$ cat src/hw/rtl/etit_pkg.sv
package etit_pkg;

   // number format: signed fixed point, Q4.28
   localparam int WORD_BITS     = 32;
   localparam int FRACTION_BITS = 28;
   localparam int COUNT_BITS    = 16;

   typedef logic signed [WORD_BITS-1:0] word_type;
   typedef logic [COUNT_BITS-1:0]       count_type;

   localparam count_type MAX_ITER_RESET = COUNT_BITS'(64);

   typedef struct packed {
      word_type start_re;
      word_type start_im;
      word_type const_re;
      word_type const_im;
   } req_type;

   typedef struct packed {
      count_type iteration_count;
      logic      escaped;
      word_type  final_re;
      word_type  final_im;
   } rsp_type;

   // operand pair for the shared multiplier
   typedef enum logic [1:0] {
      MUL_RR,
      MUL_II,
      MUL_RI
   } mul_sel_type;

   typedef struct packed {
      logic        load;
      logic        mul_en;
      mul_sel_type mul_sel;
      logic        sat_en;
      mul_sel_type sat_sel;
      logic        diff_en;
      logic        update_en;
   } cmd_type;

   typedef struct packed {
      logic limit_hit;
      logic escape_hit;
   } status_type;

endpackage

$ cat src/hw/rtl/etit_ctrl.sv
module etit_ctrl (
   input  logic                clock,
   input  logic                reset,
   input  logic                start,
   output logic                busy,
   output logic                rsp_valid,
   output etit_pkg::cmd_type    cmd,
   input  etit_pkg::status_type status
);
   import etit_pkg::*;

   typedef enum logic [2:0] {
      S_IDLE,
      S_CHECK,
      S_MUL_RR,
      S_MUL_II,
      S_MUL_RI,
      S_SAT_RI,
      S_UPDATE
   } state_type;

   state_type state_ff;
   logic      rsp_valid_ff;

   always_ff @(posedge clock) begin
      if (reset) begin
         state_ff     <= S_IDLE;
         rsp_valid_ff <= 1'b0;
      end else begin
         rsp_valid_ff <= 1'b0;
         case (state_ff)
            S_IDLE: begin
               if (start) state_ff <= S_CHECK;
            end
            S_CHECK: begin
               if (status.limit_hit) begin
                  state_ff     <= S_IDLE;
                  rsp_valid_ff <= 1'b1;
               end else begin
                  state_ff <= S_MUL_RR;
               end
            end
            S_MUL_RR: state_ff <= S_MUL_II;
            S_MUL_II: state_ff <= S_MUL_RI;
            S_MUL_RI: state_ff <= S_SAT_RI;
            S_SAT_RI: begin
               if (status.escape_hit) begin
                  state_ff     <= S_IDLE;
                  rsp_valid_ff <= 1'b1;
               end else begin
                  state_ff <= S_UPDATE;
               end
            end
            S_UPDATE: state_ff <= S_CHECK;
            default:  state_ff <= S_IDLE;
         endcase
      end
   end

   always_comb begin
      cmd           = '0;
      cmd.mul_sel   = MUL_RR;
      cmd.sat_sel   = MUL_RR;
      case (state_ff)
         S_IDLE:   cmd.load = start;
         S_MUL_RR: begin
            cmd.mul_en  = 1'b1;
            cmd.mul_sel = MUL_RR;
         end
         S_MUL_II: begin
            cmd.mul_en  = 1'b1;
            cmd.mul_sel = MUL_II;
            cmd.sat_en  = 1'b1;
            cmd.sat_sel = MUL_RR;
         end
         S_MUL_RI: begin
            cmd.mul_en  = 1'b1;
            cmd.mul_sel = MUL_RI;
            cmd.sat_en  = 1'b1;
            cmd.sat_sel = MUL_II;
         end
         S_SAT_RI: begin
            cmd.sat_en  = 1'b1;
            cmd.sat_sel = MUL_RI;
            cmd.diff_en = 1'b1;
         end
         S_UPDATE: cmd.update_en = 1'b1;
         default:  cmd.load = 1'b0;
      endcase
   end

   assign busy      = (state_ff != S_IDLE);
   assign rsp_valid = rsp_valid_ff;

endmodule

$ cat src/hw/rtl/etit_dp.sv
module etit_dp (
   input  logic                  clock,
   input  etit_pkg::req_type     req_data,
   input  etit_pkg::count_type   max_iterations,
   input  etit_pkg::cmd_type     cmd,
   output etit_pkg::status_type  status,
   output etit_pkg::rsp_type     rsp_data
);
   import etit_pkg::*;

   localparam int PW = 2 * WORD_BITS;
   localparam word_type WORD_MAX = {1'b0, {(WORD_BITS-1){1'b1}}};
   localparam word_type WORD_MIN = {1'b1, {(WORD_BITS-1){1'b0}}};
   localparam logic [WORD_BITS:0] ESCAPE_BOUND =
      (WORD_BITS+1)'(1) << (FRACTION_BITS + 2);

   // clamp a one-bit-wider signed value to the word range
   function automatic word_type sat_word(input logic signed [WORD_BITS:0] v);
      if (v[WORD_BITS] != v[WORD_BITS-1]) return v[WORD_BITS] ? WORD_MIN : WORD_MAX;
      return v[WORD_BITS-1:0];
   endfunction

   // floor shift of the exact product, then clamp
   function automatic word_type sat_prod(input logic signed [PW-1:0] p);
      logic signed [PW-1:0]     s;
      logic [PW-WORD_BITS:0]    hi;
      s  = p >>> FRACTION_BITS;
      hi = s[PW-1:WORD_BITS-1];
      if ((&hi) || (~|hi)) return s[WORD_BITS-1:0];
      return s[PW-1] ? WORD_MIN : WORD_MAX;
   endfunction

   word_type  re_ff, im_ff, cre_ff, cim_ff;
   word_type  r2_ff, i2_ff, cross_ff, diff_ff;
   count_type count_ff;
   logic signed [PW-1:0] prod_ff;

   word_type  mul_a, mul_b;
   logic signed [PW-1:0] prod_in;
   word_type  sat_in, diff_in, re_in, im_in, dbl;
   logic [WORD_BITS:0] mag_sum;

   always_comb begin
      case (cmd.mul_sel)
         MUL_RR: begin mul_a = re_ff; mul_b = re_ff; end
         MUL_II: begin mul_a = im_ff; mul_b = im_ff; end
         MUL_RI: begin mul_a = re_ff; mul_b = im_ff; end
         default: begin mul_a = re_ff; mul_b = re_ff; end
      endcase
   end

   assign prod_in = PW'(mul_a) * PW'(mul_b);
   assign sat_in  = sat_prod(prod_ff);
   assign diff_in = sat_word({r2_ff[WORD_BITS-1], r2_ff} - {i2_ff[WORD_BITS-1], i2_ff});
   assign dbl     = sat_word({cross_ff, 1'b0});
   assign re_in   = sat_word({diff_ff[WORD_BITS-1], diff_ff} + {cre_ff[WORD_BITS-1], cre_ff});
   assign im_in   = sat_word({dbl[WORD_BITS-1], dbl} + {cim_ff[WORD_BITS-1], cim_ff});

   // squares are never negative, so the sum alone decides escape
   assign mag_sum = {1'b0, r2_ff} + {1'b0, i2_ff};

   always_ff @(posedge clock) begin
      if (cmd.load) begin
         re_ff    <= req_data.start_re;
         im_ff    <= req_data.start_im;
         cre_ff   <= req_data.const_re;
         cim_ff   <= req_data.const_im;
         count_ff <= '0;
      end else if (cmd.update_en) begin
         re_ff    <= re_in;
         im_ff    <= im_in;
         count_ff <= count_ff + COUNT_BITS'(1);
      end
      if (cmd.mul_en) prod_ff <= prod_in;
      if (cmd.sat_en) begin
         case (cmd.sat_sel)
            MUL_RR:  r2_ff    <= sat_in;
            MUL_II:  i2_ff    <= sat_in;
            MUL_RI:  cross_ff <= sat_in;
            default: r2_ff    <= sat_in;
         endcase
      end
      if (cmd.diff_en) diff_ff <= diff_in;
   end

   assign status.limit_hit  = (count_ff >= max_iterations);
   assign status.escape_hit = (mag_sum >= ESCAPE_BOUND);

   assign rsp_data.iteration_count = count_ff;
   assign rsp_data.escaped         = (count_ff < max_iterations);
   assign rsp_data.final_re        = re_ff;
   assign rsp_data.final_im        = im_ff;

endmodule

$ cat src/hw/rtl/escape_time_iteration.sv
// sequence: each iteration checks the limit, forms three products, tests for escape
// and updates z, until the limit stops the point or it escapes; one shared 32x32
// multiplier forms re^2, im^2 and re*im in turn
// transactions: one at a time, no new start is taken while busy;
// the next start is taken in the strobe cycle
// reset: synchronous, active high; clears the controller and sets the limit to 64
module escape_time_iteration (
   input  logic                 clock,
   input  logic                 reset,
   // request channel
   input  logic                 start,
   output logic                 busy,
   input  etit_pkg::req_type    req_data,
   // result channel, one-cycle strobe, receiver cannot stall
   output logic                 rsp_valid,
   output etit_pkg::rsp_type    rsp_data,
   // iteration limit register
   input  logic                 csr_we,
   input  etit_pkg::count_type  csr_wdata
);
   import etit_pkg::*;

   count_type  max_iterations_ff;
   cmd_type    cmd;
   status_type status;

   // limit register, only to be written while no transaction is in flight; the block does not enforce this
   always_ff @(posedge clock) begin
      if (reset) begin
         max_iterations_ff <= MAX_ITER_RESET;
      end else if (csr_we) begin
         max_iterations_ff <= csr_wdata;
      end
   end

   // sequencer: limit check, three products, escape test, z update
   etit_ctrl u_ctrl (
      .clock     (clock),
      .reset     (reset),
      .start     (start),
      .busy      (busy),
      .rsp_valid (rsp_valid),
      .cmd       (cmd),
      .status    (status)
   );

   // z registers, shared multiplier, saturation and counter
   etit_dp u_dp (
      .clock          (clock),
      .req_data       (req_data),
      .max_iterations (max_iterations_ff),
      .cmd            (cmd),
      .status         (status),
      .rsp_data       (rsp_data)
   );

endmodule

$ cat config.mk
export PLATFORM = sky130hd
export DESIGN_NAME = escape_time_iteration
export DESIGN_NICKNAME = d
export VERILOG_FILES = /design/src/hw/rtl/etit_pkg.sv /design/src/hw/rtl/etit_ctrl.sv /design/src/hw/rtl/etit_dp.sv /design/src/hw/rtl/escape_time_iteration.sv
export SDC_FILE = /design/constraint.sdc
export NUM_CORES = 2
export LEC_CHECK = 0
export BUFFER_PORTS_ARGS = -buffer_cell sky130_fd_sc_hd__buf_2
export CORE_MARGIN = 1
export CORE_UTILIZATION = 55
export CTS_BUF_LIST = sky130_fd_sc_hd__clkbuf_4
export CTS_CLUSTER_DIAMETER = 50
export CTS_CLUSTER_SIZE = 16
export DETAILED_ROUTE_END_ITERATION = 10
export GPL_TIMING_DRIVEN = 0
export HOLD_SLACK_MARGIN = 0.08
export PLACE_DENSITY = 0.75
export SLEW_MARGIN = 20
export SYNTH_ARGS = -nofsm -noshare
export SYNTH_HDL_FRONTEND = slang
export SYNTH_HIERARCHICAL = 1
export SYNTH_SLANG_ARGS = --single-unit
export TNS_END_PERCENT = 100
$ cat constraint.sdc
create_clock -name clock -period 9.1 [get_ports clock]
set_input_delay 2.275 -clock clock [delete_from_list [all_inputs] [get_ports clock]]
set_output_delay 2.275 -clock clock [all_outputs]
set_load 0.005 [all_outputs]
-- Word level (Yosys, flattened, before mapping)
Index checks and enable logic that the tools add are counted.
- bits in writable memories: 0
- bits in read-only memories: 0
- memories kept: 0
- latch bits: 0
- input port bits: 148
- flip-flop bits (word level): 356
- output and inout port bits: 83
- multiplexer cells: 38
- equality and inequality tests: 15
- div/mod/pow operators: 0
- reduce and logical (&&, ||, !) cells: 12
- shifts and indexed selects: 0
- bitwise gates (word level): 1
- multiply operators: 1
- order comparisons: 3
- add/sub/neg operators: 5
- operator list (cell ; count):
    $mux 32 ; 21
    $add 32x32->33 ; 3
    $mul 32x32->64 ; 1
    $ge 33x31->1 const B ; 1
    $sub 32x32->33 ; 1
    $pmux 3 s7 ; 1
    $pmux 3 s3 ; 2
    $add 16x1->16 const B ; 1
    $ge 16x16->1 ; 1
    $lt 16x16->1 ; 1
    $mux 1 ; 10
    $eq 3x3->1 const B ; 3
    $eq 3x2->1 const B ; 2
    $mux 3 ; 2
    $reduce_and 2->1 ; 3
    $reduce_and 5->1 ; 1
    $reduce_or 5->1 ; 1
    $eq 2x1->1 const B ; 2
    $eq 2x2->1 const B ; 2
    $ne 1x1->1 ; 4
    $reduce_or 2->1 ; 2
    $eq 3x1->1 const B ; 1
    $logic_not 3->1 ; 1
    $reduce_bool 3->1 ; 1
    other kinds (7) ; 7

-- Depth between registers and ports, before layout
- depth after elaboration: 9
- depth in mapped cells: 38
- gate-level depth less buffers: 32

-- Hierarchy
The synthesis kept the hierarchy.
- modules (own cells, without submodules) (module ; area each (sq um) ; sequential area each (sq um) ; instances ; cells each):
    etit_dp ; 52739.3 ; 9088.7 ; 1 ; 5389
    escape_time_iteration ; 581.8 ; 320.3 ; 1 ; 52
    etit_ctrl ; 235.2 ; 80.1 ; 1 ; 30

-- Least setup slack after synthesis
No wires, ideal clock.
- path kind: flip-flop to flip-flop
- start point: reg u_ctrl.state_ff[2]
- end point: reg u_dp.prod_ff[63] (data pin)
- clock period less this slack: 9.721 ns
- stages on the path, launching flop included: 37
- arrival time: 9.461 ns
- path buffers: 5
- path slack: -0.621 ns
- setup time: 0.260 ns
- cell sequence: dfxtp_1 > inv_2 > buf_2 > nand3_1 > inv_1 > ha_1 > clkbuf_1 > buf_1 > buf_1 > mux2i_1 > nor2_1 > fa_1 > inv_1 > fa_1 > fa_1 > inv_1 > fa_1 > inv_1 > fa_1 > inv_1 > fa_1 > inv_1 > fa_1 > inv_1 > fa_1 > ha_1 > clkbuf_1 > a21o_1 > a21o_1 > a21oi_1 > nor2b_1 > a41o_1 > a21oi_1 > o21ai_0 > a211o_1 > a31o_1 > xnor2_1
- RTL lines (element ; line ; text):
    start: declaration ; etit_ctrl.sv:22 ; state_type state_ff;
    start signal: assignment ; etit_ctrl.sv:27 ; state_ff <= S_IDLE;
    start signal: assignment ; etit_ctrl.sv:33 ; if (start) state_ff <= S_CHECK;
    start signal: assignment ; etit_ctrl.sv:37 ; state_ff <= S_IDLE;
    end signal: assignment ; etit_dp.sv:74 ; if (cmd.mul_en) prod_ff <= prod_in;
    end: declaration ; etit_dp.sv:36 ; logic signed [PW-1:0] prod_ff;

==> impl_metrics.env <==
export IMPL_top_layer_used="met5"
export IMPL_fin_skew_ns=0.0347
export IMPL_met2_length_um=90600
export IMPL_violations="setup timing"
export IMPL_drc=0
export IMPL_grt_max_degree=49
export IMPL_yosysWarnings=6
export IMPL_initial_core_util_pct=55.5
export IMPL_max_stage_delay_ns=0.69
export IMPL_critPathLaunchType="register"
export IMPL_cts_path_max_buffers=3
export IMPL_dr_pass1_iters=6
export IMPL_syn_area_per_cell_um2=9.79
export IMPL_drv_slew=0
export IMPL_rsz0062_at_grt="yes"
export IMPL_timing_final_setup_violations=12
export IMPL_ys_types=94
export IMPL_cp_required_ns=9.69
export IMPL_max_freq_ghz=0.107
export IMPL_synth_area_um2=53600
export IMPL_grt_pass1_vias=44619
export IMPL_die_h_um=314
export IMPL_cp_arrival_ns=9.92
export IMPL_design_die_area_um2=98600
export IMPL_yosys_most_used_dff="edfxtp_1"
export IMPL_preCtsSetupSlack_ns=-3.68
export IMPL_clock_latency_ns=0.86
export IMPL_register_area_um2=9500
export IMPL_period_minus_slack_ns=9.33
export IMPL_hold_violations=0
export IMPL_synth_top_area_share_pct=40.6
export IMPL_fin_nets=7512
export IMPL_slew_headroom_pct=27.5
export IMPL_finalCritPeriodShare_pct=102
export IMPL_synthCells=5471
export IMPL_yosysTopAreaCell="fa_1"
export IMPL_drtIter0Drc=5163
export IMPL_gp_congestion=1.08
export IMPL_syn_nets=7033
export IMPL_synthArstFlopShare_pct=0
export IMPL_cts_sinks=328
export IMPL_coreArea_um2=96600
export IMPL_htree_levels=1
export IMPL_vias=44004
export IMPL_synth_area_mux_share_pct=2.80
export IMPL_final_common_cell="inv_1"
export IMPL_cp_max_fo=10
export IMPL_synth_top_family_by_area="adder cells"
export IMPL_antenna_found_initial=23
export IMPL_cts_tree="built"
export IMPL_drive_gt1_share_pct=17.1
export IMPL_critPathMostFrequentCell="fa_1"
export IMPL_synth_xor_area_share_pct=2.36
export IMPL_yosysSeqAreaShare_pct=17.7
export IMPL_cap_violations=0
export IMPL_dp_hpwl_um=172000
export IMPL_antenna_left=0
export IMPL_synth_simple_area_share_pct=11.8
export IMPL_ys_seq_elements=328
export IMPL_ctsRootBufferMaster="clkbuf_4"
export IMPL_end_kind="register"
export IMPL_viasPerCell=6.06
export IMPL_synth_edf_count=292
export IMPL_dieWidth_um=314
export IMPL_clkTransAtPathRegs_ns=0.16
export IMPL_grt_overflow=0
export IMPL_wl_per_cell_um=29.8
export IMPL_critPathKind="register to register"
export IMPL_wl_met1_um=78600
export IMPL_tightest_slew_ns=1.08
export IMPL_synth_fa_ha_area_share_pct=48.4
export IMPL_multiInputGateArea_um2=40800
export IMPL_num_io_pins=231
export IMPL_finalWorstSetupSlack_ns=-0.227
export IMPL_synthTopCellsByArea="fa_1 (41%), edfxtp_1 (16%), ha_1 (7.7%)"
export IMPL_area_growth_pct=16.1
export IMPL_hold_depth=2
export IMPL_cts_buffers=28
export IMPL_worst_hold_path_type="register to register"
export IMPL_crit_path_top_delay_cell="fa_2"
export IMPL_r2r_cells=33
export IMPL_wl_met3_um=28800
export IMPL_grt_usage_pct=44.2
export IMPL_nFillCells=7802
export IMPL_num_rows=114
export IMPL_layout_common_cells="inv_1 (1061), fa_1 (1033), nor2_1 (660)"
export IMPL_port_buffers=229
export IMPL_synth_compound_area_share_pct=7.63
export IMPL_grt_pass1_wl_um=305000
export IMPL_totalWireLength_um=216000
export IMPL_outcome="finished with violations"
## cell usage after synthesis (6+ instances only)
cell type  count
fa_1        1085
inv_1       1080
nor2_1       668
nand2_1      633
ha_1         329
edfxtp_1     292
clkbuf_1     186
a21oi_1      150
a21o_1       132
o21ai_0      106
xnor2_1       90
mux2i_1       79
mux2_2        62
xor2_1        51
nand3_1       42
dfxtp_1       36
and3_1        32
nor2b_1       30
nor3_1        27
buf_1         21
o21a_1        21
a31oi_1       19
nand2b_1      19
a2bb2oi_1     17
nand4_1       16
and2_1        15
a211oi_1      14
a21oi_2       14
o21ai_1       13
buf_2         11
o21bai_1      11
or3_1         11
o31ai_1       10
maj3_1         8
or2_2          8
or4_1          8
a2111oi_0      7
a211o_1        6
a221o_1        6
buf_6          6
o211ai_1       6
## worst paths after layout
| kind | from | endpoint | slack [ns] |
|---|---|---|---|
| worst max-delay path | u_ctrl/state_ff[1]$_SDFFE_PP0P_ | u_dp/prod_ff[60]$_DFFE_PP_ | -0.23 |
| worst min-delay path | max_iterations_ff[9]$_SDFFE_PP0P_ | max_iterations_ff[9]$_SDFFE_PP0P_ | 0.51 |
| worst max register to register | u_ctrl/state_ff[1]$_SDFFE_PP0P_ | u_dp/prod_ff[60]$_DFFE_PP_ | -0.23 |
| worst min register to register | max_iterations_ff[9]$_SDFFE_PP0P_ | max_iterations_ff[9]$_SDFFE_PP0P_ | 0.51 |
## logic make-up after synthesis
family          after synthesis
compound gates              597
xor+xnor                    142
fa+ha+maj                  1422
buf+inv                    1307
flops                       328
mux                         142
simple gates               1533
## flip-flops by register name, summed over array words and instances, names as in the netlist
name and count:
u_dp/cross_ff 32, u_dp/i2_ff 32, u_dp/prod_ff 36, u_dp/count_ff 16, max_iterations_ff 16, u_dp/r2_ff 32, u_dp/cim_ff 32, u_ctrl/rsp_valid 1
u_dp/diff_ff 32, u_dp/cre_ff 32, u_dp/re_ff 32, u_ctrl/state_ff 3, u_dp/im_ff 32
## worst max-delay path, delay by kind of cell, from the launching register on
family	cells	cell delay, ns
DFF	1	0.40
xor gates and xnor gates	1	0.15
buffers and inverters	11	1.55
AOI/OAI and AO/OA	7	1.30
and+or+nand+nor	3	0.33
muxes	1	0.48
adders and majority gates	10	4.87
## final cells by class
class / count / share of cell area, %
antenna: 15 / 0.0604
clock buffer: 37 / 0.447
buffer: 219 / 3.81
multi-input combinational: 3836 / 65.6
clock inverter: 9 / 0.141
tap: 1276 / 2.57
sequential: 328 / 15.3
timing repair buffer: 456 / 5.52
inverter: 1081 / 6.57
## what timing repair did
action,4_1_cts,5_1_grt
hold buffers,0,0
setup buffers,148,64
gates resized for setup,678,164
gates cloned,5,1
setup endpoints to repair,36,25
hold endpoints to repair,0,0
pin swaps,69,66
## through the flow
step,util [%],hold slack [ns],area [µm²],TNS (ns),cells
2_1_floorplan,-,0.460,53600,0,5471
3_3_place_gp,58.3,0.477,56300,-105.29,6976
3_5_place_dp,58.7,0.480,56700,-105.61,6989
4_1_cts,63.2,0.516,61000,-0.0325,7182
5_1_grt,64.4,0.538,62200,-3.82,7249
6_report,64.4,0.510,62200,-1.55,7257
## routing by layer
metal | global-route usage [%] | up-vias
met5 | 0 | -
met4 | 28.9 | 14
met3 | 14.6 | 789
met2 | 63.7 | 3110
met1 | 57.2 | 22106
li1 | - | 17985
Power is left out: the tool's default activity adds up to more than one toggle a clock period on the data nets, which glitch-free logic cannot reach.
